**config.mk**
```make
export PLATFORM = sky130hd
export DESIGN_NAME = id_slot_allocator_unit
export DESIGN_NICKNAME = d
export VERILOG_FILES = /design/src/design/isa_pkg.sv /design/src/design/id_slot_allocator_unit.sv /design/src/design/isa_match.sv
export SDC_FILE = /design/constraint.sdc
export NUM_CORES = 2
export LEC_CHECK = 0
export BUFFER_PORTS_ARGS = -buffer_cell sky130_fd_sc_hd__buf_2
export CORE_AREA = 5 5 427 534
export CTS_BUF_LIST = sky130_fd_sc_hd__clkbuf_2
export DETAILED_ROUTE_END_ITERATION = 10
export DIE_AREA = 0 0 432 539
export GPL_ROUTABILITY_DRIVEN = 0
export PLACE_DENSITY = 0.67
export SYNTH_ARGS = -nofsm -noshare
export SYNTH_HDL_FRONTEND = slang
export SYNTH_SLANG_ARGS = --single-unit
```
**constraint.sdc**
```tcl
create_clock -name clk_i -period 19.22 [get_ports clk_i]
set_input_delay 0.961 -clock clk_i [delete_from_list [all_inputs] [get_ports clk_i]]
set_output_delay 0.961 -clock clk_i [all_outputs]
set_load 0.02 [all_outputs]
```
**src/design/isa_pkg.sv**
```systemverilog
package isa_pkg;

  localparam int Capacity   = 32;
  localparam int SlotW      = $clog2(Capacity);
  localparam int CountW     = $clog2(Capacity + 1);
  localparam int IdW        = 64;
  localparam int ModeW      = 2;
  localparam int StatusW    = 2;
  localparam int SlotFieldW = 5;
  localparam int InDataW    = 72;
  localparam int OutDataW   = 8;

  typedef enum logic [ModeW-1:0] {
    MODE_BIND   = 2'd0,
    MODE_UNBIND = 2'd1,
    MODE_LOOKUP = 2'd2
  } mode_e;

  typedef enum logic [StatusW-1:0] {
    ST_OK       = 2'd0,
    ST_EXISTS   = 2'd1,
    ST_NOTFOUND = 2'd2,
    ST_FULL     = 2'd3
  } status_e;

  typedef logic [Capacity-1:0][IdW-1:0] owner_arr_t;

  typedef struct packed {
    logic             hit;
    logic [SlotW-1:0] slot;
  } match_t;

endpackage

```
**src/design/id_slot_allocator_unit.sv**
```systemverilog
// a request beat is held in the input register, and its result beat is then registered in the output register
// throughput: one request per cycle; a result beat held at the output stalls the input
// register in the same cycle, and the slot table is updated when the result is registered
// reset: asynchronous, active low; all slots free, stack hands out slot 0 first,
// no id mapped, both pipeline registers empty
module id_slot_allocator_unit (
  input  logic                         clk_i,
  input  logic                         rst_ni,
  input  logic                         s_axis_tvalid_i,
  output logic                         s_axis_tready_o,
  input  logic [isa_pkg::InDataW-1:0]  s_axis_tdata_i,  // mode[1:0], record_id[65:2]
  output logic                         m_axis_tvalid_o,
  input  logic                         m_axis_tready_i,
  output logic [isa_pkg::OutDataW-1:0] m_axis_tdata_o   // status[1:0], slot[6:2], found[7]
);

  logic                          in_valid_q;
  logic [isa_pkg::ModeW-1:0]     mode_q;
  logic [isa_pkg::IdW-1:0]       id_q;

  logic                          out_valid_q;
  logic [isa_pkg::StatusW-1:0]   status_q, status_d;
  logic [isa_pkg::SlotFieldW-1:0] slot_q, slot_d;
  logic                          found_q, found_d;

  logic [isa_pkg::Capacity-1:0][isa_pkg::SlotW-1:0] free_slots_q;
  logic [isa_pkg::CountW-1:0]    free_count_q;
  isa_pkg::owner_arr_t           owner_q;
  logic [isa_pkg::Capacity-1:0]  used_q;

  isa_pkg::match_t               match;
  logic                          advance;
  logic                          fire;
  logic                          do_pop;
  logic                          do_push;
  logic [isa_pkg::CountW-1:0]    top_idx;
  logic [isa_pkg::SlotW-1:0]     top_slot;

  assign advance         = !out_valid_q || m_axis_tready_i;
  assign fire            = in_valid_q && advance;
  assign s_axis_tready_o = !in_valid_q || advance;

  assign m_axis_tvalid_o = out_valid_q;
  assign m_axis_tdata_o  = {found_q, slot_q, status_q};

  isa_match u_match (
    .id_i    (id_q),
    .owner_i (owner_q),
    .used_i  (used_q),
    .match_o (match)
  );

  assign top_idx  = free_count_q - isa_pkg::CountW'(1);
  assign top_slot = free_slots_q[top_idx[isa_pkg::SlotW-1:0]];

  always_comb begin
    status_d = isa_pkg::ST_OK;
    slot_d   = '0;
    found_d  = 1'b0;
    do_pop   = 1'b0;
    do_push  = 1'b0;
    case (isa_pkg::mode_e'(mode_q))
      isa_pkg::MODE_BIND: begin
        if (match.hit) begin
          status_d = isa_pkg::ST_EXISTS;
        end else if (free_count_q == '0) begin
          status_d = isa_pkg::ST_FULL;
        end else begin
          slot_d = isa_pkg::SlotFieldW'(top_slot);
          do_pop = 1'b1;
        end
      end
      isa_pkg::MODE_UNBIND: begin
        if (!match.hit) begin
          status_d = isa_pkg::ST_NOTFOUND;
        end else begin
          slot_d  = isa_pkg::SlotFieldW'(match.slot);
          do_push = 1'b1;
        end
      end
      isa_pkg::MODE_LOOKUP: begin
        found_d = match.hit;
        if (match.hit) begin
          slot_d = isa_pkg::SlotFieldW'(match.slot);
        end
      end
      default: begin
        status_d = isa_pkg::ST_OK;
      end
    endcase
  end

  always_ff @(posedge clk_i or negedge rst_ni) begin
    if (!rst_ni) begin
      in_valid_q   <= 1'b0;
      out_valid_q  <= 1'b0;
      free_count_q <= isa_pkg::CountW'(isa_pkg::Capacity);
      used_q       <= '0;
      for (int i = 0; i < isa_pkg::Capacity; i++) begin
        free_slots_q[i] <= isa_pkg::SlotW'(isa_pkg::Capacity - 1 - i);
      end
    end else begin
      if (s_axis_tready_o) begin
        in_valid_q <= s_axis_tvalid_i;
      end
      if (advance) begin
        out_valid_q <= in_valid_q;
      end
      if (fire && do_pop) begin
        free_count_q   <= top_idx;
        used_q[top_slot] <= 1'b1;
      end
      if (fire && do_push) begin
        used_q[match.slot] <= 1'b0;
        if (free_count_q < isa_pkg::CountW'(isa_pkg::Capacity)) begin
          free_slots_q[free_count_q[isa_pkg::SlotW-1:0]] <= match.slot;
          free_count_q <= free_count_q + isa_pkg::CountW'(1);
        end
      end
    end
  end

  // payload registers
  always_ff @(posedge clk_i) begin
    if (s_axis_tready_o && s_axis_tvalid_i) begin
      mode_q <= s_axis_tdata_i[isa_pkg::ModeW-1:0];
      id_q   <= s_axis_tdata_i[isa_pkg::ModeW +: isa_pkg::IdW];
    end
    if (fire) begin
      status_q <= status_d;
      slot_q   <= slot_d;
      found_q  <= found_d;
    end
    if (fire && do_pop) begin
      owner_q[top_slot] <= id_q;
    end
  end

endmodule

```
**src/design/isa_match.sv**
```systemverilog
module isa_match (
  input  logic [isa_pkg::IdW-1:0]      id_i,
  input  isa_pkg::owner_arr_t          owner_i,
  input  logic [isa_pkg::Capacity-1:0] used_i,
  output isa_pkg::match_t              match_o
);

  logic [isa_pkg::Capacity-1:0] eq;

  always_comb begin
    for (int i = 0; i < isa_pkg::Capacity; i++) begin
      eq[i] = used_i[i] && (owner_i[i] == id_i);
    end
  end

  // ids are unique among used slots, so at most one bit of eq is set
  always_comb begin
    match_o.hit  = |eq;
    match_o.slot = '0;
    for (int i = 0; i < isa_pkg::Capacity; i++) begin
      if (eq[i]) begin
        match_o.slot = match_o.slot | isa_pkg::SlotW'(i);
      end
    end
  end

endmodule
```
==> results.ini <==
[status]
status=finished clean

[yosys]
async_flop_share_pct=8.61
synth_top_cell_area_share_pct=64.2
ys_seq_area_share_pct=69.3
synth_top_family_by_area=XOR/XNOR gates
synth_edf_count=2122
avgSynthCellArea_um2=16.0
synthFlopType=edfxtp_1
ys_ff_latch=2322
synthSimpleGateAreaFrac_pct=6.94
synth-xor-area-share_pct=14.6
synthAdderAreaFrac_pct=0.113
synth-compound-area-share_pct=3.48
synth_common_cells=2122 x edfxtp_1, 1300 x xnor2_1, 357 x nand4_1
yosys-top-cells-area=edfxtp_1 64%, xnor2_1 11%, xor2_1 3.1%, dfrtp_1 3.0%, nand4_1 2.2%
yosys.area.top_type=edfxtp_1
netlist_area_mm2=0.0993
yosysUniqueCellTypes=76
yosysMostFrequentCell=edfxtp_1
syn_inst=6205
synthMuxAreaShare_pct=3.30
yosys_warnings=0
syn_nets=6290

[hold_path]
hold_class=primary input to flip-flop
min_path_cells=2
hold_start=s_axis_tdata_i[14]
min_to=id_q[12]$_DFFE_PP_

[final_layout]
final_cells=10200
nets=6977
fillers=18700
area_delta_synth_final_pct=10.8
drive_gt1_share_pct=20.9

[global_routing]
antenna_found_initial=15
grt_start_max_net_pins=66
overflow=0
gr-usage-all-layers_pct=25.9
grt_pass1_wl_mm=434
first_global_vias=60200

[floorplanning]
die_area_mm2=0.233
start_util_pct=44.6
dieHeight_um=539
num_rows=194
core_area_mm2=0.223
die_width_um=432
io_pins=86

[sta]
skew_ns=0.148
post-route-period-util_pct=35.4
setup_tns_ns=0
slew_violations=0
finalHoldViolCount=0
max-slew-margin-rel_pct=8.63
max_freq_mhz=147
rsz0062_at_grt=no
layout_min_cycle_time_ns=6.80
worst_pin_slew_ns=1.36
setup_violations=0

[route]
drt-vias-per-instance=5.92
drt_pass1_iterations=8
wire_per_inst_um=30.2
drtAntennaViolNets=0
drc=0
num_vias=60500
totalWireLength_mm=309
drt_iter0_drc=7198

[setup_path]
worst_r2r_path_depth=14
r2r_slack_ns=12.42
cp-end-kind=flip-flop
crit_type=flip-flop to flip-flop
worstReg2RegEnd=owner_q[1441]$_DFFE_PP_
r2r-start=id_q[3]$_DFFE_PP_
path_max_fanout=65
worstPathRequired_ns=20.39
crit_arrival_ns=7.97
critPathLaunchType=flip-flop

[clocking]
cts.clk_slew.worst_paths_ns=0.13
clk_path_buf_depth=4
cts_tree=built
htreeDepth=6
cts_sinks=2322
clkLatencyLatePin_ns=1.68
cts_buffers=562
cts_root_buf=clkbuf_2

[power_and_ir_drop]
ir_drop_mv=0.0521
pwr_density_cell_mw_per_mm2=89.0
finalPower_mw=9.79
leakagePower_nw=35.8

[placed_design]
hpwl_mm=182
placement.io_buffers=79
dpl.cell_count=9145

[run]
max_cap_violations=0

## where the power goes
| part | internal, mW | switching, mW | total, mW |
|---|---|---|---|
| logic | 0.291 | 0.634 | 0.926 |
| clock network | 1.33 | 1.96 | 3.30 |
| registers | 5.54 | 0.0294 | 5.57 |
## final cells by class
| cell class | instances | area (um2) | share of cell area, % |
|---|---|---|---|
| clock buffers | 800 | 4000 | 3.64 |
| multi-input cells | 3464 | 28400 | 25.8 |
| clock inverters | 148 | 1030 | 0.933 |
| flip-flops and latches | 2322 | 68800 | 62.5 |
| diodes | 10 | 25.0 | 0.0227 |
| repair buffers | 420 | 3600 | 3.27 |
| inverters | 122 | 458 | 0.416 |
| well taps | 2940 | 3680 | 3.34 |
## placed cells by master, fill, tap and decap left out, types with 31 or more instances in the layout
cell type	count
o2111ai_1	62
dfrtp_1	118
dfstp_2	81
buf_4	193
nor2b_1	36
a22o_1	40
nor3_2	31
mux2_4	70
nand2_1	49
mux2_2	93
xnor2_1	1300
o2bb2ai_1	66
clkbuf_2	800
a2bb2oi_1	32
mux4_2	50
buf_2	78
nand2b_1	194
nor4_1	206
o221ai_1	37
xor2_1	352
inv_1	100
nor2_1	88
clkinv_1	105
nand3_1	69
nand4_1	357
nor3_1	57
o22ai_1	67
edfxtp_1	2122
dlygate4sd3_1	122
## worst max-delay path by stage
stage / start / end / slack [ns] / cells after the start
CTS: id_q[52]$_DFFE_PP_ / owner_q[1812]$_DFFE_PP_ / 12.74 / 14
finish: id_q[3]$_DFFE_PP_ / owner_q[1441]$_DFFE_PP_ / 12.42 / 14
detailed placement: id_q[52]$_DFFE_PP_ / owner_q[1847]$_DFFE_PP_ / 12.79 / 14
floorplan: free_count_q[0]$_DFF_PN0_ / owner_q[1664]$_DFFE_PP_ / 8.90 / 12
global placement: id_q[3]$_DFFE_PP_ / used_q[28]$_DFF_PN0_ / 12.84 / 15
global route: id_q[52]$_DFFE_PP_ / owner_q[1413]$_DFFE_PP_ / 12.56 / 14
## state kept, by name, indices dropped and copies added (netlist names)
register and cells:
free_slots_q 160, m_axis_tvalid_o 1, status_q 2, in_valid_q 1
used_q 32, free_count_q 6, slot_q 5, owner_q 2048
id_q 64, mode_q 2, found_q 1
## stage by stage
stage	cell area (um2)	utilization [%]	hold WS, ns	worst slack (ns)
CTS	110000	49.4	0.00139	12.74
global route	110000	49.4	0.0328	12.56
global placement	104000	46.6	0.484	12.84
finish	110000	49.4	0.0956	12.42
detailed placement	104000	46.6	0.490	12.79
floorplan	99300	-	0.463	8.90
## cells by family (layout without fill, tap and decap cells)
family	Yosys count	count (layout)
buffers and inverters	419	1490
multiplexers	218	218
adder cells (fa/ha/maj)	9	9
XOR/XNOR	1653	1653
other	0	10
AND/OR/NAND/NOR	1166	1166
AO/OA/AOI/OAI	418	418
flip-flops	2322	2322
## per-layer routing
metal | share of wire [%] | vias up | GRT usage (%)
met2 | 49 | 3620 | 43.7
met3 | 8.6 | 931 | 4.70
met4 | 6.4 | 2 | 14.5
met5 | 0.0042 | - | 0
li1 | - | 25100 | -
met1 | 36 | 30900 | 31.4
## critical path, cell delays in order (launching register included)
cell	delay, ns
edfxtp_1	0.36
buf_4	0.55
buf_4	0.49
buf_4	0.46
xnor2_1	0.17
nand4_1	0.14
nor4_1	0.97
nand3_1	0.55
o22ai_1	0.62
nor2_1	0.12
nand3_1	0.26
or2_2	0.47
buf_4	0.49
nor3_2	0.10
buf_4	0.36
## timing repair
item	4_1_cts	5_1_grt
gates resized for setup	0	0
hold buffers	123	0
setup buffers	0	0
hold endpoints to repair	167	0
(Power assumes the default switching activity.)
